$ cat config.mk
export PLATFORM = sky130hd
export DESIGN_NAME = font_glyph_smoothing_stretch_flat
export DESIGN_NICKNAME = d
export VERILOG_FILES = /design/src/rtl/fgs_pkg.sv /design/src/rtl/fgs_if.sv /design/src/rtl/fgs_cell.sv /design/src/rtl/fgs_row_conv.sv /design/src/rtl/font_glyph_smoothing_stretch.sv /design/src/flat_wrapper.sv
export SDC_FILE = /design/constraint.sdc
export NUM_CORES = 1
export LEC_CHECK = 0
export ABC_CLOCK_PERIOD_IN_PS = 2800
export CELL_PAD_IN_SITES_DETAIL_PLACEMENT = 0
export CELL_PAD_IN_SITES_GLOBAL_PLACEMENT = 1
export CORE_UTILIZATION = 52
export CTS_CLUSTER_DIAMETER = 80
export CTS_CLUSTER_SIZE = 10
export DETAILED_ROUTE_END_ITERATION = 7
export DONT_BUFFER_PORTS = 1
export GPL_ROUTABILITY_DRIVEN = 0
export MAX_ROUTING_LAYER = met4
export PLACE_DENSITY_LB_ADDON = 0.1
export SLEW_MARGIN = 20
export SYNTH_ARGS = -nofsm -noshare
export SYNTH_HDL_FRONTEND = slang
export SYNTH_HIERARCHICAL = 1
export SYNTH_SLANG_ARGS = --single-unit
$ cat constraint.sdc
create_clock -name clock -period 2.8 [get_ports clock]
set_input_delay 0.56 -clock clock [delete_from_list [all_inputs] [get_ports clock]]
set_output_delay 0.56 -clock clock [all_outputs]
set_load 0.03 [all_outputs]
$ cat src/rtl/fgs_pkg.sv
// Package for the character-rounding glyph converter: mode codes, the per-row
// control struct and the pixel functions used by the row converter.
// No dependencies.
`timescale 1ns / 1ps
`default_nettype none

package fgs_pkg;

   // Font mode codes; the unused code three behaves like the masking mode.
   localparam logic [1:0] MODE_MASK    = 2'd0;
   localparam logic [1:0] MODE_SMOOTH  = 2'd1;
   localparam logic [1:0] MODE_STRETCH = 2'd2;

   localparam int ROW_BITS   = 6;
   localparam int GLYPH_BITS = 60;

   // Control that travels with the row at the head of the chain.
   typedef struct packed {
      logic [1:0] mode;
      logic       graphic;
      logic       first;
      logic       last;
   } fgs_row_ctl_type;

   // Triple each of the five low text pixels into three output pixels.
   function automatic logic [15:0] triple_pixels(input logic [ROW_BITS-1:0] c);
      logic [15:0] k;
      k = '0;
      for (int b = 0; b <= 4; b++) begin
         if (c[b]) begin
            k[3*b +: 3] = 3'b111;
         end
      end
      return k;
   endfunction

   // Diagonal fill pixels for row c taken from the neighboring row d.
   function automatic logic [15:0] diag_fills(input logic [ROW_BITS-1:0] c,
                                              input logic [ROW_BITS-1:0] d);
      logic [15:0] f;
      f = '0;
      for (int b = 1; b <= 4; b++) begin
         f[3*b-1] = c[b] & d[b-1] & ~d[b];
         f[3*b]   = d[b] & c[b-1] & ~d[b-1];
      end
      return f;
   endfunction

endpackage

`default_nettype wire

$ cat src/rtl/fgs_if.sv
// Handshake interfaces for the glyph, row result and mode register channels.
// Depends on nothing; widths follow the fixed field widths of the block.
`timescale 1ns / 1ps
`default_nettype none

interface fgs_req_if;
   logic        valid;
   logic        ready;
   logic [59:0] glyph_rows;
   logic        is_graphic;
   modport source (output valid, output glyph_rows, output is_graphic, input ready);
   modport sink (input valid, input glyph_rows, input is_graphic, output ready);
endinterface

interface fgs_rsp_if;
   logic        valid;
   logic        ready;
   logic [3:0]  row_index;
   logic [15:0] row_top;
   logic [15:0] row_bottom;
   logic        last;
   modport source (output valid, output row_index, output row_top, output row_bottom,
                   output last, input ready);
   modport sink (input valid, input row_index, input row_top, input row_bottom,
                 input last, output ready);
endinterface

interface fgs_csr_if;
   logic       valid;
   logic       ready;
   logic [1:0] font_mode;
   modport source (output valid, output font_mode, input ready);
   modport sink (input valid, input font_mode, output ready);
endinterface

`default_nettype wire

$ cat src/rtl/fgs_cell.sv
// One cell of the glyph row chain: holds one 6-bit row, loads it from the
// incoming glyph and passes it toward the head on each shift. Uses fgs_pkg.
`timescale 1ns / 1ps
`default_nettype none

module fgs_cell (
   input  wire logic                         clock,
   input  wire logic                         load,
   input  wire logic                         shift,
   input  wire logic [fgs_pkg::ROW_BITS-1:0] load_row,
   input  wire logic [fgs_pkg::ROW_BITS-1:0] right_row,
   output logic      [fgs_pkg::ROW_BITS-1:0] row
);
   import fgs_pkg::*;

   logic [ROW_BITS-1:0] row_ff;
   logic [ROW_BITS-1:0] row_in;

   // A new glyph wins over the shift; otherwise take the neighbor's row.
   always_comb begin
      row_in = row_ff;
      if (load) begin
         row_in = load_row;
      end else if (shift) begin
         row_in = right_row;
      end
   end

   always_ff @(posedge clock) begin
      row_ff <= row_in;
   end

   assign row = row_ff;

endmodule

`default_nettype wire

$ cat src/rtl/fgs_row_conv.sv
// Row converter at the head of the chain: turns one glyph row and its two
// neighbors into the top and bottom output rows. Uses fgs_pkg.
`timescale 1ns / 1ps
`default_nettype none

module fgs_row_conv (
   input  wire fgs_pkg::fgs_row_ctl_type         ctl,
   input  wire logic [fgs_pkg::ROW_BITS-1:0]     cur_row,
   input  wire logic [fgs_pkg::ROW_BITS-1:0]     prev_row,
   input  wire logic [fgs_pkg::ROW_BITS-1:0]     next_row,
   output logic      [15:0]                      row_top,
   output logic      [15:0]                      row_bottom
);
   import fgs_pkg::*;

   logic [15:0] gfx_block;
   logic [15:0] tripled;

   // Mosaic blocks expand straight into both halves.
   always_comb begin
      gfx_block = '0;
      if (cur_row[5]) begin
         gfx_block = gfx_block | 16'hC000;
      end
      if (|cur_row[4:3]) begin
         gfx_block = gfx_block | 16'h3F00;
      end
      if (cur_row[2]) begin
         gfx_block = gfx_block | 16'h00C0;
      end
      if (|cur_row[1:0]) begin
         gfx_block = gfx_block | 16'h003F;
      end
   end

   assign tripled = triple_pixels(cur_row);

   // Select the conversion for the current font mode.
   always_comb begin
      row_top    = {10'd0, cur_row};
      row_bottom = '0;
      case (ctl.mode)
         MODE_STRETCH: begin
            if (ctl.graphic) begin
               row_top = {8'd0, cur_row[5:3], cur_row[4], cur_row[2:0], cur_row[0]};
            end else begin
               row_top = {9'd0, cur_row, 1'b0};
            end
         end
         MODE_SMOOTH: begin
            if (ctl.graphic) begin
               row_top    = gfx_block;
               row_bottom = gfx_block;
            end else begin
               row_top    = tripled;
               row_bottom = tripled;
               if (!ctl.first) begin
                  row_top = tripled | diag_fills(cur_row, prev_row);
               end
               if (!ctl.last) begin
                  row_bottom = tripled | diag_fills(cur_row, next_row);
               end
            end
         end
         default: begin
            row_top    = {10'd0, cur_row};
            row_bottom = '0;
         end
      endcase
   end

endmodule

`default_nettype wire

$ cat src/rtl/font_glyph_smoothing_stretch.sv
// Character-rounding glyph converter, top level. Uses fgs_pkg, the fgs
// interfaces, fgs_cell and fgs_row_conv.
`timescale 1ns / 1ps
`default_nettype none

// A glyph of ROWS_PER_GLYPH six-pixel rows is loaded into a chain of row
// cells in one transfer; the chain then shifts one row per cycle, while the
// result register can take it, past the row converter, which sees the
// previous and next rows for the mode 1 diagonal fills. Each converted row
// goes to a result register that feeds the single result port, which carries
// one row per cycle. The next glyph is taken in the cycle that the last row of
// the current one leaves the chain, so glyphs run back to back while the
// result side keeps up. The mode register is written through the csr channel,
// which is always ready, and should change only while idle.
module font_glyph_smoothing_stretch #(
   parameter int ROWS_PER_GLYPH = 10
) (
   input  wire logic clock,
   input  wire logic reset,
   fgs_req_if.sink   req_bus,
   fgs_rsp_if.source rsp_bus,
   fgs_csr_if.sink   csr_bus
);
   import fgs_pkg::*;

   localparam int CNT_W = $clog2(ROWS_PER_GLYPH + 1);

   logic [1:0]          font_mode_ff;
   logic [CNT_W-1:0]    cnt_ff, cnt_in;
   logic [3:0]          idx_ff, idx_in;
   logic                graphic_ff, graphic_in;
   logic [ROW_BITS-1:0] prev_ff, prev_in;

   logic                rsp_valid_ff;
   logic [3:0]          rsp_index_ff;
   logic [15:0]         rsp_top_ff;
   logic [15:0]         rsp_bottom_ff;
   logic                rsp_last_ff;

   logic [ROW_BITS-1:0] cell_row [ROWS_PER_GLYPH];
   logic                out_free;
   logic                advance;
   logic                accept;
   fgs_row_ctl_type     head_ctl;
   logic [15:0]         conv_top;
   logic [15:0]         conv_bottom;

   // Mode register.
   assign csr_bus.ready = 1'b1;
   always_ff @(posedge clock) begin
      if (reset) begin
         font_mode_ff <= MODE_MASK;
      end else if (csr_bus.valid) begin
         font_mode_ff <= csr_bus.font_mode;
      end
   end

   // Handshake: the head row moves when the result register can take it.
   assign out_free      = !rsp_valid_ff || rsp_bus.ready;
   assign advance       = (cnt_ff != '0) && out_free;
   assign req_bus.ready = (cnt_ff == '0) || ((cnt_ff == CNT_W'(1)) && out_free);
   assign accept        = req_bus.valid && req_bus.ready;

   // Row cells; the tail cell shifts in zeros.
   for (genvar i = 0; i < ROWS_PER_GLYPH; i++) begin : g_cell
      logic [ROW_BITS-1:0] right_row;
      if (i == ROWS_PER_GLYPH - 1) begin : g_tail
         assign right_row = '0;
      end else begin : g_mid
         assign right_row = cell_row[i+1];
      end
      fgs_cell u_cell (
         .clock     (clock),
         .load      (accept),
         .shift     (advance),
         .load_row  (req_bus.glyph_rows[ROW_BITS*i +: ROW_BITS]),
         .right_row (right_row),
         .row       (cell_row[i])
      );
   end

   // Converter at the head of the chain.
   assign head_ctl.mode    = font_mode_ff;
   assign head_ctl.graphic = graphic_ff;
   assign head_ctl.first   = (idx_ff == '0);
   assign head_ctl.last    = (idx_ff == 4'(ROWS_PER_GLYPH - 1));

   fgs_row_conv u_conv (
      .ctl        (head_ctl),
      .cur_row    (cell_row[0]),
      .prev_row   (prev_ff),
      .next_row   (cell_row[1]),
      .row_top    (conv_top),
      .row_bottom (conv_bottom)
   );

   // Row count, row index and previous row for the glyph in the chain.
   always_comb begin
      cnt_in     = cnt_ff;
      idx_in     = idx_ff;
      graphic_in = graphic_ff;
      prev_in    = prev_ff;
      if (accept) begin
         cnt_in     = CNT_W'(ROWS_PER_GLYPH);
         idx_in     = '0;
         graphic_in = req_bus.is_graphic;
         prev_in    = '0;
      end else if (advance) begin
         cnt_in  = cnt_ff - CNT_W'(1);
         idx_in  = idx_ff + 4'd1;
         prev_in = cell_row[0];
      end
   end

   always_ff @(posedge clock) begin
      if (reset) begin
         cnt_ff <= '0;
         idx_ff <= '0;
      end else begin
         cnt_ff <= cnt_in;
         idx_ff <= idx_in;
      end
      graphic_ff <= graphic_in;
      prev_ff    <= prev_in;
   end

   // Result register.
   always_ff @(posedge clock) begin
      if (reset) begin
         rsp_valid_ff <= 1'b0;
      end else if (advance) begin
         rsp_valid_ff <= 1'b1;
      end else if (rsp_bus.ready) begin
         rsp_valid_ff <= 1'b0;
      end
      if (advance) begin
         rsp_index_ff  <= idx_ff;
         rsp_top_ff    <= conv_top;
         rsp_bottom_ff <= conv_bottom;
         rsp_last_ff   <= head_ctl.last;
      end
   end

   assign rsp_bus.valid      = rsp_valid_ff;
   assign rsp_bus.row_index  = rsp_index_ff;
   assign rsp_bus.row_top    = rsp_top_ff;
   assign rsp_bus.row_bottom = rsp_bottom_ff;
   assign rsp_bus.last       = rsp_last_ff;

endmodule

`default_nettype wire

$ cat src/flat_wrapper.sv
// flat-port wrapper written by rule: the top's interface ports become plain ports
module font_glyph_smoothing_stretch_flat import fgs_pkg::*;
#(
   parameter int ROWS_PER_GLYPH = 10
)
  (clock, reset, req_bus_valid, req_bus_glyph_rows, req_bus_is_graphic, req_bus_ready, rsp_bus_valid, rsp_bus_row_index, rsp_bus_row_top, rsp_bus_row_bottom, rsp_bus_last, rsp_bus_ready, csr_bus_valid, csr_bus_font_mode, csr_bus_ready);
  fgs_req_if req_bus_i ();
  fgs_rsp_if rsp_bus_i ();
  fgs_csr_if csr_bus_i ();
  input  wire logic clock;
  input  wire logic reset;
  input wire logic [$bits(req_bus_i.valid)-1:0] req_bus_valid;
  input wire logic [$bits(req_bus_i.glyph_rows)-1:0] req_bus_glyph_rows;
  input wire logic [$bits(req_bus_i.is_graphic)-1:0] req_bus_is_graphic;
  output wire logic [$bits(req_bus_i.ready)-1:0] req_bus_ready;
  output wire logic [$bits(rsp_bus_i.valid)-1:0] rsp_bus_valid;
  output wire logic [$bits(rsp_bus_i.row_index)-1:0] rsp_bus_row_index;
  output wire logic [$bits(rsp_bus_i.row_top)-1:0] rsp_bus_row_top;
  output wire logic [$bits(rsp_bus_i.row_bottom)-1:0] rsp_bus_row_bottom;
  output wire logic [$bits(rsp_bus_i.last)-1:0] rsp_bus_last;
  input wire logic [$bits(rsp_bus_i.ready)-1:0] rsp_bus_ready;
  input wire logic [$bits(csr_bus_i.valid)-1:0] csr_bus_valid;
  input wire logic [$bits(csr_bus_i.font_mode)-1:0] csr_bus_font_mode;
  output wire logic [$bits(csr_bus_i.ready)-1:0] csr_bus_ready;
  assign req_bus_i.valid = req_bus_valid;
  assign req_bus_i.glyph_rows = req_bus_glyph_rows;
  assign req_bus_i.is_graphic = req_bus_is_graphic;
  assign req_bus_ready = req_bus_i.ready;
  assign rsp_bus_valid = rsp_bus_i.valid;
  assign rsp_bus_row_index = rsp_bus_i.row_index;
  assign rsp_bus_row_top = rsp_bus_i.row_top;
  assign rsp_bus_row_bottom = rsp_bus_i.row_bottom;
  assign rsp_bus_last = rsp_bus_i.last;
  assign rsp_bus_i.ready = rsp_bus_ready;
  assign csr_bus_i.valid = csr_bus_valid;
  assign csr_bus_i.font_mode = csr_bus_font_mode;
  assign csr_bus_ready = csr_bus_i.ready;
  font_glyph_smoothing_stretch #(.ROWS_PER_GLYPH(ROWS_PER_GLYPH)) u_core (.clock(clock), .reset(reset), .req_bus(req_bus_i), .rsp_bus(rsp_bus_i), .csr_bus(csr_bus_i));
endmodule
Word level (Yosys, flattened, before mapping)
Index checks and enable logic that the tools add are counted.
{"block": "totals", "output_inout_bits": 40, "input_bits": 68, "reg_bits": 114, "word_cells": 124}
{"block": "classes", "n_bitwise": 44, "muxes": 39, "add_sub_neg": 2, "reduce_logical": 14, "eq_ne": 4}
{"operator": "two-way mux 6 bit", "n": 21}
{"operator": "two-way mux 16 bit", "n": 3}
{"operator": "AND 1 bit", "n": 32}
{"operator": "one-hot mux 16 bit (2 select lines)", "n": 1}
{"operator": "two-way mux 15 bit", "n": 2}
{"operator": "OR 15 x 13 -> 15 bit", "n": 2}
{"operator": "two-way mux 8 bit", "n": 2}
{"operator": "two-way mux 3 bit", "n": 5}
{"operator": "two-way mux 14 bit", "n": 1}
{"operator": "NOT 1 bit", "n": 10}
{"operator": "logical NOT 4 bit", "n": 2}
{"operator": "two-way mux 4 bit", "n": 2}
{"operator": "OR reduction 2 bit", "n": 3}
{"operator": "adder 4 x 1 -> 4 bit, second input constant", "n": 1}
{"operator": "equality test 4 x 1 -> 1 bit, second input constant", "n": 1}
{"operator": "equality test 4 bit, second input constant", "n": 1}
{"operator": "nonzero test 2 bit", "n": 2}
{"operator": "nonzero test 4 bit", "n": 1}
{"operator": "subtractor 4 x 1 -> 4 bit, second input constant", "n": 1}
{"operator": "logical AND 1 bit", "n": 3}
{"operator": "equality test 2 x 1 -> 1 bit, second input constant", "n": 1}
{"operator": "equality test 2 bit, second input constant", "n": 1}
{"operator": "logical OR 1 bit", "n": 2}
{"operator": "two-way mux 1 bit", "n": 2}
{"operator": "logical NOT 1 bit", "n": 1}

Longest topological paths before layout
{"block": "logic_depth", "ltp_word": 6, "depth_mapped": 8, "ltp_nobuf": 6}

Hierarchy
The synthesis kept the hierarchy.
{"module": "fgs_cell", "cells_each": 14, "instances": 10, "area_each_um2": 287.8}
{"module": "font_glyph_smoothing_stretch", "cells_each": 121, "instances": 1, "area_each_um2": 1953.1}
{"module": "fgs_row_conv", "cells_each": 102, "instances": 1, "area_each_um2": 655.6}

Worst setup path after synthesis
No wires, ideal clock.
{"block": "synth_timing", "path_type": "input port to flip-flop", "from": "input rsp_bus_ready", "to": "register u_core.g_cell[0].u_cell.row_ff[0] (data pin)", "path_stages": 7, "arrival_ns": 1.928, "path_slack_ns": 0.612, "required_time_ns": 2.540, "cell_sequence": "nand2b_4 a21oi_2 or4b_4 clkinv_2 buf_8 buf_6 mux2_4"}
{"block": "synth_between", "elab_chain_len": 5}
{"element": "start: declaration", "line_no": "flat_wrapper.sv:21", "text": "input wire logic [$bits(rsp_bus_i.ready)-1:0] rsp_bus_ready;"}
{"element": "logical OR 1 bit", "line_no": "font_glyph_smoothing_stretch.sv:59", "text": "assign out_free = !rsp_valid_ff || rsp_bus.ready;"}
{"element": "logical AND 1 bit", "line_no": "font_glyph_smoothing_stretch.sv:61", "text": "assign req_bus.ready = (cnt_ff == '0) || ((cnt_ff == CNT_W'(1)) && out_free);"}
{"element": "logical OR 1 bit", "line_no": "font_glyph_smoothing_stretch.sv:61"}
{"element": "logical AND 1 bit", "line_no": "font_glyph_smoothing_stretch.sv:62", "text": "assign accept = req_bus.valid && req_bus.ready;"}
{"element": "named net u_core.accept", "line_no": "font_glyph_smoothing_stretch.sv:43", "text": "logic accept;"}
{"element": "two-way mux 6 bit", "line_no": "fgs_cell.sv:22", "text": "if (load) begin"}
{"element": "named net u_core.g_cell[0].u_cell.row_in[0]", "line_no": "fgs_cell.sv:17", "text": "logic [ROW_BITS-1:0] row_in;"}
{"element": "end signal: assignment", "line_no": "fgs_cell.sv:30", "text": "row_ff <= row_in;"}
{"element": "end: declaration", "line_no": "fgs_cell.sv:16", "text": "logic [ROW_BITS-1:0] row_ff;"}
The timed path passes the listed nets, and every way through them passes these cells.
A chain may end at the register's enable or synchronous reset.

Final worst setup path
{"block": "layout_timing", "from": "register u_core.cnt_ff[0]", "to": "register u_core.g_cell[4].u_cell.row_ff[4] (enable)"}
{"block": "layout_between", "elab_chain_len": 5}
{"element": "start: declaration", "line_no": "font_glyph_smoothing_stretch.sv:29", "text": "logic [CNT_W-1:0] cnt_ff, cnt_in;"}
{"element": "start signal: assignment", "line_no": "font_glyph_smoothing_stretch.sv:120", "text": "cnt_ff <= cnt_in;"}
{"element": "equality test 4 x 1 -> 1 bit", "line_no": "font_glyph_smoothing_stretch.sv:61"}
{"element": "logical AND 1 bit", "line_no": "font_glyph_smoothing_stretch.sv:61"}
{"element": "logical OR 1 bit", "line_no": "font_glyph_smoothing_stretch.sv:61"}
{"element": "logical AND 1 bit", "line_no": "font_glyph_smoothing_stretch.sv:62"}
{"element": "nonzero test 2 bit (no source line) *"}
{"element": "end signal: assignment", "line_no": "fgs_cell.sv:30"}
{"element": "end: declaration", "line_no": "fgs_cell.sv:16"}
Every way passes the cells marked *; elsewhere a longest branch is shown, timed or not.

==> metrics.csv <==
metric,value,unit
"Data arrival, critical path",2.42,ns
worst setup path category,register to register,
RSZ-0062 raised after global routing,false,
M1 WL,4.21,mm
Initial Util,53.3,%
crit-path max FO,15,
clk_lat worst skew,0.51,ns
area post-placement,5540,µm²
vias in the first global route,2816,
die width,104,µm
met3 wire length,797,µm
1st-pass router iterations,4,
post-route ant nets,0,
max incr delay on CP,0.51,ns
Syn-to-layout area delta,12.4,%
CTS buffer count,17,
Avg Inst Size Synth,15.1,µm²
drt wl/cell,19.0,µm
Inst Count DP,486,
CTS max path bufs,2,
row cnt,37,
r2r startpoint,u_core/cnt_ff[0],
reg-to-reg setup timing slack,0.57,ns
post_cts resized,0,
met2 WL,4.65,mm
# Max-Cap Violations,0,
HP Start,reset,
"commonest non-fill, non-tap cells in the layout","edfxtp_1, mux2_4, a21oi_1",
Max-Slew Margin vs Limit,41.0,%
GRT Residual Overflow,0,
first-pass GRT wire length,15.4,mm
largest net degree at the start of global routing,35,
Root Driver,clkbuf_8,
setup bufs post-CTS,0,
DR vias/cell,5.60,
slew at the pin closest to its max-slew limit,0.885,ns
"Hold Vio Cnt, Final",0,
Critical Path Source,u_core/cnt_ff[0],
DP Wirelength,6.54,mm
clk sinks,114,
startpoint types,register,
Finish-stage setup viols,0,
P per Cell Area,1430,nW/µm²
final non-filler cell area,6130,µm²
n_diodes,0,
Syn Inst Count,360,
CP max stage cell,or4b_4,
Routed Wire Length,9.85,mm
CTS tree,built,
share of cells above drive strength 1,27.7,%
GRT Total Usage,19.8,%
Synth Cell Area,5450,µm²
Hold Slack,0.111,ns
CP cell instances,"inv_1, ha_1, a21oi_2, or4b_4, inv_4, buf_4, or2_1",
"commonest non-fill, non-tap cell in the layout",edfxtp_1,
outcome,finished clean,
initial antenna violation count,0,
CP Capture Type,register,
Lkg Pwr,2.33,nW
CTS Hold Bufs,0,
hold crit path type,input port to register,
io pins,108,
Crit path required time,2.99,ns
H-Tree Depth,4,
Clock Pin Slew Worst Setup and Hold Paths,0.05,ns
max-slew violations,0,
highest routed layer,met4,
Non-Filler Instances,518,
IO buf count,0,
post-layout min period,2.23,ns
Worst VDD drop,0.622,mV
Residual DRC,0,
Setup Skew,0.00810,ns
YS warnings,6,
Layout Nets,444,
overall via count from detail_route,2901,
Die Y,104,µm
Highest Clock Rate,448,MHz
Final Cycle Share,79.6,%
die area,10900,µm²
Setup TNS Final,0,ns
core footprint,10200,µm²
FILL cells,809,
drt first-iter violations,169,
-- where the power goes --
group          total, mW  internal (mW)  switching (mW)
Sequential          4.17           3.12            1.05
Combinational       2.46           1.26            1.20
Clock               2.15           1.44           0.717
-- stage by stage --
step / utilization [%] / power (mW) / worst slack [ns]
2_1_floorplan: - / 6.13 / 0.616
3_3_place_gp: 54.1 / 6.59 / 0.497
3_5_place_dp: 54.1 / 6.66 / 0.465
4_1_cts: 59.9 / 8.86 / 0.553
5_1_grt: 59.9 / 9.22 / 0.402
6_report: 59.9 / 8.79 / 0.570
-- per-layer routing --
metal	global-route usage (%)	vias up
met5	-	-
met4	9.39	0
met3	7.64	18
met2	28.4	126
met1	24.5	1396
li1	-	1361
-- final cells by class --
class	count	area [µm²]	share of cell area [%]
inverter	14	55.1	0.898
clock buffer	22	433	7.06
sequential	114	3260	53.2
clock inverter	10	159	2.59
multi-input combinational	214	1950	31.8
tap	136	170	2.78
timing repair buffer	8	97.6	1.59
-- final timing paths --
| check | cells past startpoint | endpoint |
|---|---|---|
| min | 1 | u_core/rsp_bus.valid |
| max | 7 | u_core/g_cell[4].u_cell/row[4] |
| min reg2reg | 0 | u_core/rsp_bus.row_index[3] |
| max reg2reg | 7 | u_core/g_cell[4].u_cell/row[4] |
-- flip-flops by register name, indices dropped and copies added, names as in the netlist --
name	cells
u_core/cnt_ff	4
u_core/font_mode_ff	2
u_core/g_cell.u_cell/row	60
u_core/graphic_ff	1
u_core/idx_ff	4
u_core/prev_ff	5
u_core/rsp_bus.last	1
u_core/rsp_bus.row_bottom	16
u_core/rsp_bus.row_index	4
u_core/rsp_bus.row_top	16
u_core/rsp_bus.valid	1
-- worst max-delay path: cells and delay by family (launching register included) --
| family | cells | cell delay, ns |
|---|---|---|
| adder cells (fa/ha/maj) | 1 | 0.20 |
| AND/OR/NAND/NOR | 2 | 0.78 |
| AO/OA/AOI/OAI | 1 | 0.05 |
| buffers and inverters | 3 | 0.52 |
| flip-flops | 1 | 0.35 |
Note: power is estimated with default switching activity, not from simulation.
